$ cat src/rtl/lhc_ram.sv
`timescale 1ns / 1ps
`default_nettype none
// ----------------------------------------------------------------------------
// lhc_ram
// Generic single-port-write, single-port-read RAM with registered read.
// ----------------------------------------------------------------------------
module lhc_ram #(
    parameter int WIDTH = 32,
    parameter int DEPTH = 64
) (
    input  wire logic                     i_clk,
    input  wire logic                     i_we,
    input  wire logic [$clog2(DEPTH)-1:0] i_waddr,
    input  wire logic [WIDTH-1:0]         i_wdata,
    input  wire logic                     i_re,
    input  wire logic [$clog2(DEPTH)-1:0] i_raddr,
    output logic      [WIDTH-1:0]         o_rdata
);
    logic [WIDTH-1:0] r_mem [DEPTH];

    always_ff @(posedge i_clk) begin
        if (i_we) begin
            r_mem[i_waddr] <= i_wdata;
        end
        if (i_re) begin
            o_rdata <= r_mem[i_raddr];
        end
    end
endmodule
`default_nettype wire

$ cat config.mk
export PLATFORM = sky130hd
export DESIGN_NAME = lhc_ram
export DESIGN_NICKNAME = d
export VERILOG_FILES = /design/src/rtl/lhc_ram.sv
export SDC_FILE = /design/constraint.sdc
export NUM_CORES = 2
export LEC_CHECK = 0
export BUFFER_PORTS_ARGS = -buffer_cell sky130_fd_sc_hd__buf_2
export CORE_ASPECT_RATIO = 1.75
export CORE_MARGIN = 4
export CORE_UTILIZATION = 60
export CTS_CLUSTER_SIZE = 8
export DETAILED_ROUTE_END_ITERATION = 6
export GPL_TIMING_DRIVEN = 0
export MAX_ROUTING_LAYER = met4
export PLACE_DENSITY_LB_ADDON = 0.08
export SETUP_SLACK_MARGIN = 0.02
export SLEW_MARGIN = 25
export SYNTH_ARGS = -nofsm -noshare
export SYNTH_HDL_FRONTEND = slang
export SYNTH_SLANG_ARGS = --single-unit
export TNS_END_PERCENT = 10
$ cat constraint.sdc
create_clock -name i_clk -period 4.54 [get_ports i_clk]
set_input_delay 0.908 -clock i_clk [delete_from_list [all_inputs] [get_ports i_clk]]
set_output_delay 0.908 -clock i_clk [all_outputs]
set_load 0.1 [all_outputs]
# ---- Word-level counts from Yosys, hierarchy flattened
# Memories as Yosys holds them, arrays and structs flattened. A register that Yosys moved wholly into a read port is not among the register bits.
# Cells that the tools add are included.
dict set report op_classes {
  add_sub_neg 0
  mul 0
  div 0
  n_lt_le_gt_ge 0
  eq_ne 0
  shift 0
  mux 2
  bitwise_logic 0
  reduce_logical 0
}
# cell count
set op_table {}
lappend op_table {{two-way mux 1 bit} 2}
dict set report totals {
  regBits 0
  latch_bits 0
  ramBits 2048
  romBits 0
  in_bits 47
  out_inout_bits 32
  elab_cells 3
  n_memories 1
}
# memory words width rd rd_ports_with_merged_regs wr line
set memory_table {}
lappend memory_table {r_mem 64 32 1 1 1 19} ;# logic [WIDTH-1:0] r_mem [DEPTH];

# ---- Logic depth before layout (Yosys ltp)
dict set report depth {
  ltp_word 2
  ltp_mapped 10
  mapped_depth_nobuf 5
}

# ---- Worst setup path after synthesis
# No wires, ideal clock.
dict set report synth_timing {
  path_type {input to register}
  startpoint {input i_waddr[3]}
  endpoint {memory r_mem[48][0], enable pin}
  setup_time_ns 0.461
  t_arrival_ns 3.607
  required_ns 4.079
  path_slack_ns 0.472
  stages 4
  n_path_buf 1
  cell_sequence {clkbuf_1 nor2b_1 nand4b_1 nor3_1}
}
# item line
set synth_rtl {}
lappend synth_rtl {{start, declared} 13} ;# input wire logic [$clog2(DEPTH)-1:0] i_waddr,
lappend synth_rtl {{end, declared} 19}
# No word-level cell before the write port.

==> run_results.csv <==
group,metric,value,unit
global_route,grt_remaining_overflow,0,
clock_tree,h-tree-depth,5,
global_route,grt_usage,38.5,%
power,p_leak,29.6,nW
logic_synthesis,synth_top_cell_area_share,79.2,%
global_route,grt_antenna_before_repair,19,
routing,remaining_drc_errors,0,
place,placed_cell_area,85100,um^2
floorplan,rows,175,
place,io_buffers,70,
clock_tree,cts_resized,0,
timing,max_freq,237,MHz
place,dp_hpwl,162000,um
floorplan,pin_count,79,
final_layout,final_nets,3893,
final_layout,multiInputGateArea,16000,um^2
logic_synthesis,synth_edf_count,2080,
clock_tree,insertion_delay,0.90,ns
timing,worst_slew_pin_slew,1.18,ns
worst_hold_path,hold_depth,1,
place,place.gp.congestion,0.918,
routing,wl_per_cell,45.0,um
floorplan,die_y,488,um
routing,dr.pass1.iters,6,
timing,setup_viol,0,
timing,whs,0.551,ns
logic_synthesis,synth-main-ff-cell,"edfxtp_1",
final_layout,design_area,93200,um^2
global_route,grt_max_degree,65,
routing,vias_per_cell,7.48,
logic_synthesis,syn_inst,3324,
floorplan,core-area,130000,um^2
routing,vias,41512,
logic_synthesis,ys_types,33,
timing,clock-skew-final,0.0434,ns
clock_tree,hold_buffers,0,
logic_synthesis,synth_nets,3371,
clock_tree,cts.sinks,2080,
timing,report.final.hold_viol_count,0,
power,max-vdd-ir-drop,0.000499,V
timing,relSlewSlack,21.5,%
routing,drtAntennaViolNets,0,
timing,fin_setup_tns,0,ns
logic_synthesis,synth.area.top_cells,"edfxtp_1 (79%), mux4_2 (16%), mux2i_1 (1.2%), o22ai_1 (0.67%), nor2_1 (0.65%)",
floorplan,start_util,60.5,%
clock_tree,path_clk_slew,0.05,ns
setup_path,critical_path_class,"in2reg",
timing,fin_crit,4.22,ns
final_layout,post-route-util,71.5,%
routing,dr.first_iter.drc_count,6883,
logic_synthesis,yosysTopAreaCell,"edfxtp_1",
logic_synthesis,syn_area_per_cell,23.7,um^2
timing,slew_viol_final,0,
floorplan,dieArea,137000,um^2
clock_tree,postCtsSetupBuffers,0,
clock_tree,clock_path_buffers,4,
worst_hold_path,hp-class,"in2reg",
final_layout,area_growth,18.2,%
clock_tree,cts_tree,"built",
logic_synthesis,ys_seq_area_share,79.2,%
power,powerDensity,467,nW/um^2
timing,rsz0062_at_grt,"false",
setup_path,reg2reg_depth,4,
setup_path,worst_setup_path_start_kind,"primary input",
final_layout,layout.area.seq,62500,um^2
setup_path,end_kind,"flip-flop",
status,run_status,"finished, final reports clean",
routing,drt-total-wl,250000,um
final_layout,drive_above_1_share,32.6,%
flow_run,max_cap_violations,0,
setup_path,critPathRequiredTime,5.12,ns
floorplan,die-width,282,um
setup_path,arrival,4.80,ns
logic_synthesis,synth_area,78800,um^2
setup_path,worstPathMaxFanout,10,
final_layout,fillers,7205,
global_route,grt_pass1_wl,341000,um
timing,finalCritPeriodShare,93.0,%
clock_tree,numCtsBuffers,309,
logic_synthesis,synth.ff_latch_count,2080,
logic_synthesis,ys_warn_count,0,
clock_tree,cts-root-buf,"clkbuf_16",
logic_synthesis,synthArstFlopShare,0,%
global_route,grt_pass1_vias,42430,
cells in the final DEF (no fill, tap or decap), types with 12 or more instances in the layout:
cell type,count
clkbuf_1,56
clkbuf_16,317
buf_4,67
buf_12,43
mux4_2,544
edfxtp_1,2080
buf_1,15
buf_2,101
nor2_4,62
a22oi_1,12
clkbuf_2,18
nor2b_1,15
buf_16,84
o221ai_1,27
diode_2,13
a21oi_1,62
o22ai_1,84
mux2i_1,93
nand2_1,26
nor2_1,75
worst paths after layout:
check / from / slack [ns] / endpoint
max: i_raddr[1] / 0.32 / o_rdata[16]
min: i_wdata[30] / 0.55 / r_mem[1][30]
max reg2reg: r_mem[15][21] / 1.64 / o_rdata[21]
min reg2reg: r_mem[42][27] / 1.05 / o_rdata[27]
synth_stat cells, types with 3 or more instances:
cell	instances
nor3_1	7
buf_2	57
o32ai_1	4
and3_1	4
edfxtp_1	2080
a41o_1	4
nand2_1	26
buf_4	25
nand2b_1	8
buf_1	21
nand3b_1	5
buf_6	5
nand3_1	5
o22ai_1	84
a311oi_1	8
or3b_2	3
o221ai_1	27
clkbuf_1	74
mux2i_1	93
nor2_1	137
a22oi_1	12
a21oi_1	62
mux4_2	544
nor2b_1	15
or3_1	3
layer usage:
metal	vias up	share of wire, %	GRT usage (%)
met5	-	0	-
met4	0	8.5	25.3
met3	895	11	9.16
met2	3604	50	60.4
met1	21765	31	44.7
li1	15248	-	-
power by group:
| group | internal [mW] | total, mW | switching, mW |
|---|---|---|---|
| Combinational | 0.736 | 2.43 | 1.69 |
| Sequential | 21.4 | 21.4 | 0.0426 |
| Clock | 12.2 | 19.7 | 7.51 |
final cells by class:
class | count | area share [%]
antenna | 13 | 0.0349
clock inverter | 6 | 0.0872
tap | 1681 | 2.26
buffer | 182 | 0.983
clock buffer | 317 | 8.51
sequential | 2080 | 67.0
timing repair buffer | 211 | 3.99
multi-input combinational | 1062 | 17.1
sequential cells by signal, summed over array words and instances (netlist names):
register  flops
r_mem      2048
o_rdata      32
logic make-up (layout without fill, tap and decap cells):
logic type	Yosys count	after routing	share of synthesized area (%)
AO/OA/AOI/OAI	202	202	1.67
buffers and inverters	182	716	1.12
other	0	13	0
multiplexers	637	637	16.7
flip-flops	2080	2080	79.2
AND/OR/NAND/NOR	223	223	1.26
critical path, cell delays in order:
cell and delay, ns:
buf_2 0.36, buf_2 0.46, buf_2 0.43, clkbuf_1 0.72, buf_2 0.56, mux2i_1 0.33, a21oi_1 0.11, a21oi_1 0.69
nor2_1 0.19
metrics by stage:
step | worst slack (ns) | std cells | power, mW
after CTS | 0.477 | 5539 | 43.6
after detailed placement | -0.439 | 5216 | 24.1
after floorplan | 0.472 | 3324 | 23.0
final | 0.319 | 5552 | 43.5
after global placement | -3.81 | 5075 | 24.0
after global routing | 0.346 | 5550 | 44.5
(Power assumes the default switching activity.)
