$ cat config.mk
export PLATFORM = sky130hd
export DESIGN_NAME = lhc_cfg
export DESIGN_NICKNAME = d
export VERILOG_FILES = /design/src/rtl/lhc_pkg.sv /design/src/rtl/lhc_cfg.sv
export SDC_FILE = /design/constraint.sdc
export NUM_CORES = 1
export LEC_CHECK = 0
export ABC_AREA = 1
export BUFFER_PORTS_ARGS = -buffer_cell sky130_fd_sc_hd__buf_2
export CORE_MARGIN = 4
export CORE_UTILIZATION = 40
export DETAILED_ROUTE_END_ITERATION = 16
export PLACE_DENSITY = 0.86
export SYNTH_ARGS = -nofsm -noshare
export SYNTH_HDL_FRONTEND = slang
export SYNTH_SLANG_ARGS = --single-unit
$ cat constraint.sdc
create_clock -name i_clk -period 0.8 [get_ports i_clk]
set_input_delay 0.12 -clock i_clk [delete_from_list [all_inputs] [get_ports i_clk]]
set_output_delay 0.12 -clock i_clk [all_outputs]
set_load 0.03 [all_outputs]
$ cat src/rtl/lhc_pkg.sv
`timescale 1ns / 1ps
`default_nettype none
// ----------------------------------------------------------------------------
// lhc_pkg
// Shared types and constants of the handle cache: commands, sequencer
// states, configuration register map and reset values.
// ----------------------------------------------------------------------------
package lhc_pkg;

    typedef enum logic [3:0] {
        CMD_LOOKUP     = 4'd0,
        CMD_DROP_HDL   = 4'd1,
        CMD_DROP_KEY   = 4'd2,
        CMD_DROP_ALL   = 4'd3,
        CMD_TOUCH      = 4'd4,
        CMD_HAS_HDL    = 4'd5,
        CMD_PEEK_KEY   = 4'd6,
        CMD_READ_COUNT = 4'd7,
        CMD_TICK       = 4'd8,
        CMD_CLEANUP    = 4'd9
    } t_cmd;

    typedef enum logic [2:0] {
        ST_IDLE,
        ST_SCAN,
        ST_ACT,
        ST_VCHK,
        ST_VICT,
        ST_VEND,
        ST_FREE,
        ST_DONE
    } t_state;

    typedef enum logic [1:0] {
        REG_ENABLE  = 2'd0,
        REG_MAX     = 2'd1,
        REG_EXPIRY  = 2'd2,
        REG_POLICY  = 2'd3
    } t_reg;

    localparam int MAX_W    = 21;
    localparam int EXPIRY_W = 16;

    typedef struct packed {
        logic                enable;
        logic [MAX_W-1:0]    max_entries;
        logic [EXPIRY_W-1:0] expiry;
        logic                policy;
    } t_cfg;

    localparam logic [MAX_W-1:0]    MAX_RST    = 21'd102400;
    localparam logic [EXPIRY_W-1:0] EXPIRY_RST = 16'd300;

endpackage
`default_nettype wire

$ cat src/rtl/lhc_cfg.sv
`timescale 1ns / 1ps
`default_nettype none
// ----------------------------------------------------------------------------
// lhc_cfg
// APB-style configuration registers of the handle cache.
// ----------------------------------------------------------------------------
module lhc_cfg (
    input  wire logic          i_clk,
    input  wire logic          i_rst_n,
    input  wire logic          psel,
    input  wire logic          penable,
    input  wire logic          pwrite,
    input  wire logic [3:0]    paddr,
    input  wire logic [31:0]   pwdata,
    output logic      [31:0]   prdata,
    output logic               pready,
    output lhc_pkg::t_cfg      o_cfg
);
    import lhc_pkg::*;

    t_cfg r_cfg;
    t_reg w_idx;

    assign w_idx  = t_reg'(paddr[3:2]);
    assign pready = 1'b1;
    assign o_cfg  = r_cfg;

    always_ff @(posedge i_clk) begin
        if (!i_rst_n) begin
            r_cfg.enable      <= 1'b1;
            r_cfg.max_entries <= MAX_RST;
            r_cfg.expiry      <= EXPIRY_RST;
            r_cfg.policy      <= 1'b0;
        end else if (psel && penable && pwrite) begin
            case (w_idx)
                REG_ENABLE: r_cfg.enable      <= pwdata[0];
                REG_MAX:    r_cfg.max_entries <= pwdata[MAX_W-1:0];
                REG_EXPIRY: r_cfg.expiry      <= pwdata[EXPIRY_W-1:0];
                REG_POLICY: r_cfg.policy      <= pwdata[0];
                default:    r_cfg             <= r_cfg;
            endcase
        end
    end

    always_comb begin
        case (w_idx)
            REG_ENABLE: prdata = {31'd0, r_cfg.enable};
            REG_MAX:    prdata = {11'd0, r_cfg.max_entries};
            REG_EXPIRY: prdata = {16'd0, r_cfg.expiry};
            REG_POLICY: prdata = {31'd0, r_cfg.policy};
            default:    prdata = 32'd0;
        endcase
    end
endmodule
`default_nettype wire

# Word-level counts from Yosys, hierarchy flattened

Index checks and enable logic that the tools add are counted.
W data, S select, Z words.

Register bits after elaboration: 39
Latch bits: 0
RAM bits: 0
Bits in read-only memories: 0
Output and inout bits: 72
Memories: 0

Add/subtract/negate cells: 0
Multiply operators: 0
Div/mod/pow operators: 0
$lt $le $gt $ge: 0
Equality and inequality tests: 3
Shift-type cells: 0
Multiplexer cells: 1
Bitwise gates (word level): 0
Reductions and logical operators: 7

Operators with widths:

| kind                 | count |
|---|---|
| $pmux W32 S4         | 1 |
| $reduce_and A2 Y1    | 4 |
| $eq A2 B2 Y1 const B | 2 |
| $eq A2 B1 Y1 const B | 1 |
| $logic_and A1 B1 Y1  | 2 |
| $logic_not A2 Y1     | 1 |

# Depth between registers and ports, before layout

Depth after elaboration: 3
Gate-level depth with buffers: 6

# Least setup slack after synthesis

No wires, ideal clock.

Path kind: flip-flop to output port
Start point: register r_cfg (netlist bit o_cfg[34])
End point: output port prdata[17]
Arrival time: 0.994 ns
Slack: -0.314 ns
Stages on the path, launching flop included: 3
Buffers on the path: 0
Cells stage by stage: dfxtp_1 inv_1 nor2_1

Word-level cells in the longest chain between the ends: 1

Ends and longest elaborated chain:

| element                | line          | source |
|---|---|---|
| from (decl)            | lhc_cfg.sv:21 | `t_cfg r_cfg;` |
| from (signal assigned) | lhc_cfg.sv:40 | `default: r_cfg <= r_cfg;` |
| $pmux W32 S4           | lhc_cfg.sv:46 | `case (w_idx)` |
| to (decl)              | lhc_cfg.sv:15 | `output logic [31:0] prdata,` |

Every way passes these cells. The select of a mux whose other input is x is not followed.

# Worst setup path in the final report

Start point: input port paddr[2]
End point: output port prdata[12]

Word-level cells in the longest chain between the ends: 2
Elaborated cells between the ends (all ways): 5

Ends and longest elaborated chain:

| element                              | line          | source |
|---|---|---|
| from (decl)                          | lhc_cfg.sv:13 | `input wire logic [3:0] paddr,` |
| $eq A2 B2 Y1 (tied with other cells) | lhc_cfg.sv:46 |  |
| $pmux W32 S4 (*)                     | lhc_cfg.sv:46 |  |

Every way passes the cells marked *; elsewhere a longest branch is shown, timed or not. The select of a mux whose other input is x is not followed.

==> summary.txt <==
Die
  – Die area: 6180 µm²
  – Initial Utilization: 0.416
  – # rows: 25
  – Die height: 78.6 µm
  – Core area: 4790 µm²
  – Ports: between 100 and 150
  – Die Wd: approximately 79 µm

Critical path
  – CP endpoint kind: output port
  – Arrival time worst endpoint: 1.07 ns
  – Slowest stage cell, crit path: nor2_4
  – Register-to-Register Path Depth: 4
  – CP most frequent cell: buf_6
  – CP Launch Type: primary input
  – Crit path max fanout: 6
  – Max incr delay on CP: 0.24 ns
  – Worst path cell trace: buf_12, buf_6, nor2_4, buf_8, nand2_4, nand2_2, buf_6
  – WS Path Type: in2out
  – Required @ worst endpoint: 0.68 ns

Synth
  – Post-synthesis sequential area ratio: 0.392
  – Yosys cell types: 17
  – Synth top area share: 0.392
  – Asr flop ratio synth: 0
  – Post-synth EDFFs: 0
  – Simple-gate portion of the synthesized area: 0.451
  – Xor/xnor share of the synthesized area: 0
  – Syn Inst Count: around 320
  – Complex-gate fraction of the synthesized area: 0.00251
  – Post-Syn Area per Cell: 6.33 µm²
  – Flops & latches, synth: 39
  – Leading post-synthesis cells by cell area: dfxtp_1 (39%), nand2_1 (19%), nor2_1 (13%), nand3_1 (10%), buf_4 (6.4%)
  – Area leader, netlist: dfxtp_1
  – Largest family of logic cells by synthesized area: simple AND/OR/NAND/NOR gates
  – Post-synthesis mux area share: 0
  – Total of warnings raised by yosys: 0
  – Area of the mapped netlist: 1990 µm²
  – Top_reg_cell synth: dfxtp_1
  – Synth Area in Adders: 0

Outcome
  – Status: finished, violations left
  – Violated checks: negative setup slack

Placed design
  – # placed instances: 475
  – RD Place Congestion: 0.776
  – DP HPWL: roughly 4000 µm
  – Area after DPL: 2760 µm²
  – Count of buffers from port buffering: 87

Pwr
  – Combinational share of power: 0.285
  – LEAKAGE: 1.99 nW
  – Switching power: 0.00154 W
  – Cell-internal power: 0.00321 W
  – Reg power frac: 0.419
  – Clock power frac: 0.296
  – Switching share of power: 0.324
  – Max VDD drop: 0.860 mV
  – Pwr Density: 1160 nW/µm²

STA
  – Setup violators final: 91
  – Setup WS post-layout: -0.389 ns
  – Final Hold Violating Endpoints: 0
  – Setup Skew: 0 ns
  – Tmin final: 1.19 ns
  – Fmax: 841 MHz
  – Max Slew Vio Count: 0
  – Fin Setup TNS: -16.54 ns
  – Period Utilization, post-route: 1.49
  – RSZ-0062 raised after global routing: yes
  – Final hold slack: 0.0642 ns

Final layout
  – Share of cells above drive strength 1: 0.641
  – Final Util: 0.855
  – # nets final: 498
  – Most frequent cells in the layout: buf_6 (95), nor2_1 (58), nand2_1 (53)
  – P&R area growth vs syn: 105%
  – Number of flip-flops in the largest register: 39
  – Inserted Diodes: 0
  – Final instance area: 4090 µm²
  – Finished Layout Cells: 524
  – Most common cell after layout, fill and taps aside: buf_6

Detailed routing
  – Total wire length: 9560 µm
  – Via density: around 5.2
  – Routed wire per std cell: 18.2 µm
  – Routed via count: 2743
  – Initial drt markers: approximately 210
  – # DRC: 0
  – Number of detailed-route iterations in the first pass: 5
  – Post-DRT Antenna Nets: 0

CTS
  – CTS Hold Bufs: 0
  – Clk_lat worst skew: about 0.3 ns
  – TritonCTS clock tree: done
  – Root Driver: clkbuf_8
  – CTS sink cnt: 39
  – Clock-pin slew on the worst setup and hold paths: ~0.08 ns
  – Num CTS Buffers: 5
  – Max Buffers Root-to-Sink: 2
  – H-tree levels: 2

Global route
  – Vias in the first global route: 2452
  – Initial antenna violation count: 0
  – Total grt overflow: 0
  – Largest net degree at the start of global routing: 40
  – Gr usage total: 0.232
  – First-pass GRT wire length: 11200 µm

Hold path
  – Worst hold stages: 3
  – Worst hold path type: in2reg

Run
  – Max-cap violations: 0
==> area by class of cell <==
| type | instances | area [µm²] |
|---|---|---|
| fillers | 242 | 694 |
| flip-flops and latches | 39 | 880 |
| repair buffers | 153 | 1590 |
| multi-input cells | 229 | 1330 |
| inverters | 29 | 124 |
| clock inverters | 1 | 5.00 |
| well taps | 67 | 83.8 |
| clock buffers | 6 | 82.6 |
==> critical path: cells and delay by family <==
family                 cells  cell delay, ns
and+or+nand+nor            3            0.38
buffers and inverters      4            0.56
==> cell families after synthesis <==
family                 Yosys count
AND/OR/NAND/NOR                216
buffers and inverters           57
flip-flops                      39
other                            2
AO/OA/AOI/OAI                    1
==> synthesized netlist by cell type, types with 3 or more instances <==
cell and instances:
buf_2 6, dfxtp_1 39, nand3_1 41, nand2_2 3, buf_4 17, nor2_4 3, inv_1 27, nand2_1 99
nor2_1 67
==> power groups by stage <==
| stage | clock (W) | sequential, W | combinational (W) |
|---|---|---|---|
| floorplan | 0 | 0.00214 | 0.000502 |
| global placement | 0 | 0.00205 | 0.000821 |
| detailed placement | 0 | 0.00206 | 0.000836 |
| CTS | 0.00136 | 0.00202 | 0.00109 |
| global route | 0.00150 | 0.00200 | 0.00142 |
| finish | 0.00141 | 0.00199 | 0.00135 |
==> repair_timing <==
action | in CTS | in global routing
endpoints found under the setup margin | 73 | 96
pin swaps | 25 | 40
hold endpoints to repair | 0 | 0
cloned | 3 | 1
setup buffers | 19 | 28
gates resized for setup | 163 | 110
==> routing by layer <==
metal  up-vias  part of all wire  global-route usage
li1       1211                 -                   -
met1      1280              0.35               0.253
met2       185              0.49               0.404
met3        67             0.086              0.0654
met4         0             0.068               0.121
met5         -                 0                   0
==> through the flow <==
stage	total power [W]	setup WS, ns
after floorplan	0.00264	-0.0822
after global placement	0.00288	-0.326
after detailed placement	0.00289	-0.333
after CTS	0.00447	-0.282
after global routing	0.00492	-0.417
final	0.00475	-0.389
==> worst paths after layout <==
kind                            end  slack (ns)             startpoint
max                      prdata[12]       -0.39               paddr[2]
min          o_cfg[32]$_SDFFE_PN1P_        0.06             pwdata[15]
min reg2reg   o_cfg[3]$_SDFFE_PN1P_        0.48  o_cfg[3]$_SDFFE_PN1P_
max reg2reg   o_cfg[4]$_SDFFE_PN1P_       -0.01  o_cfg[4]$_SDFFE_PN1P_
Power figures use the tool's default switching activity.
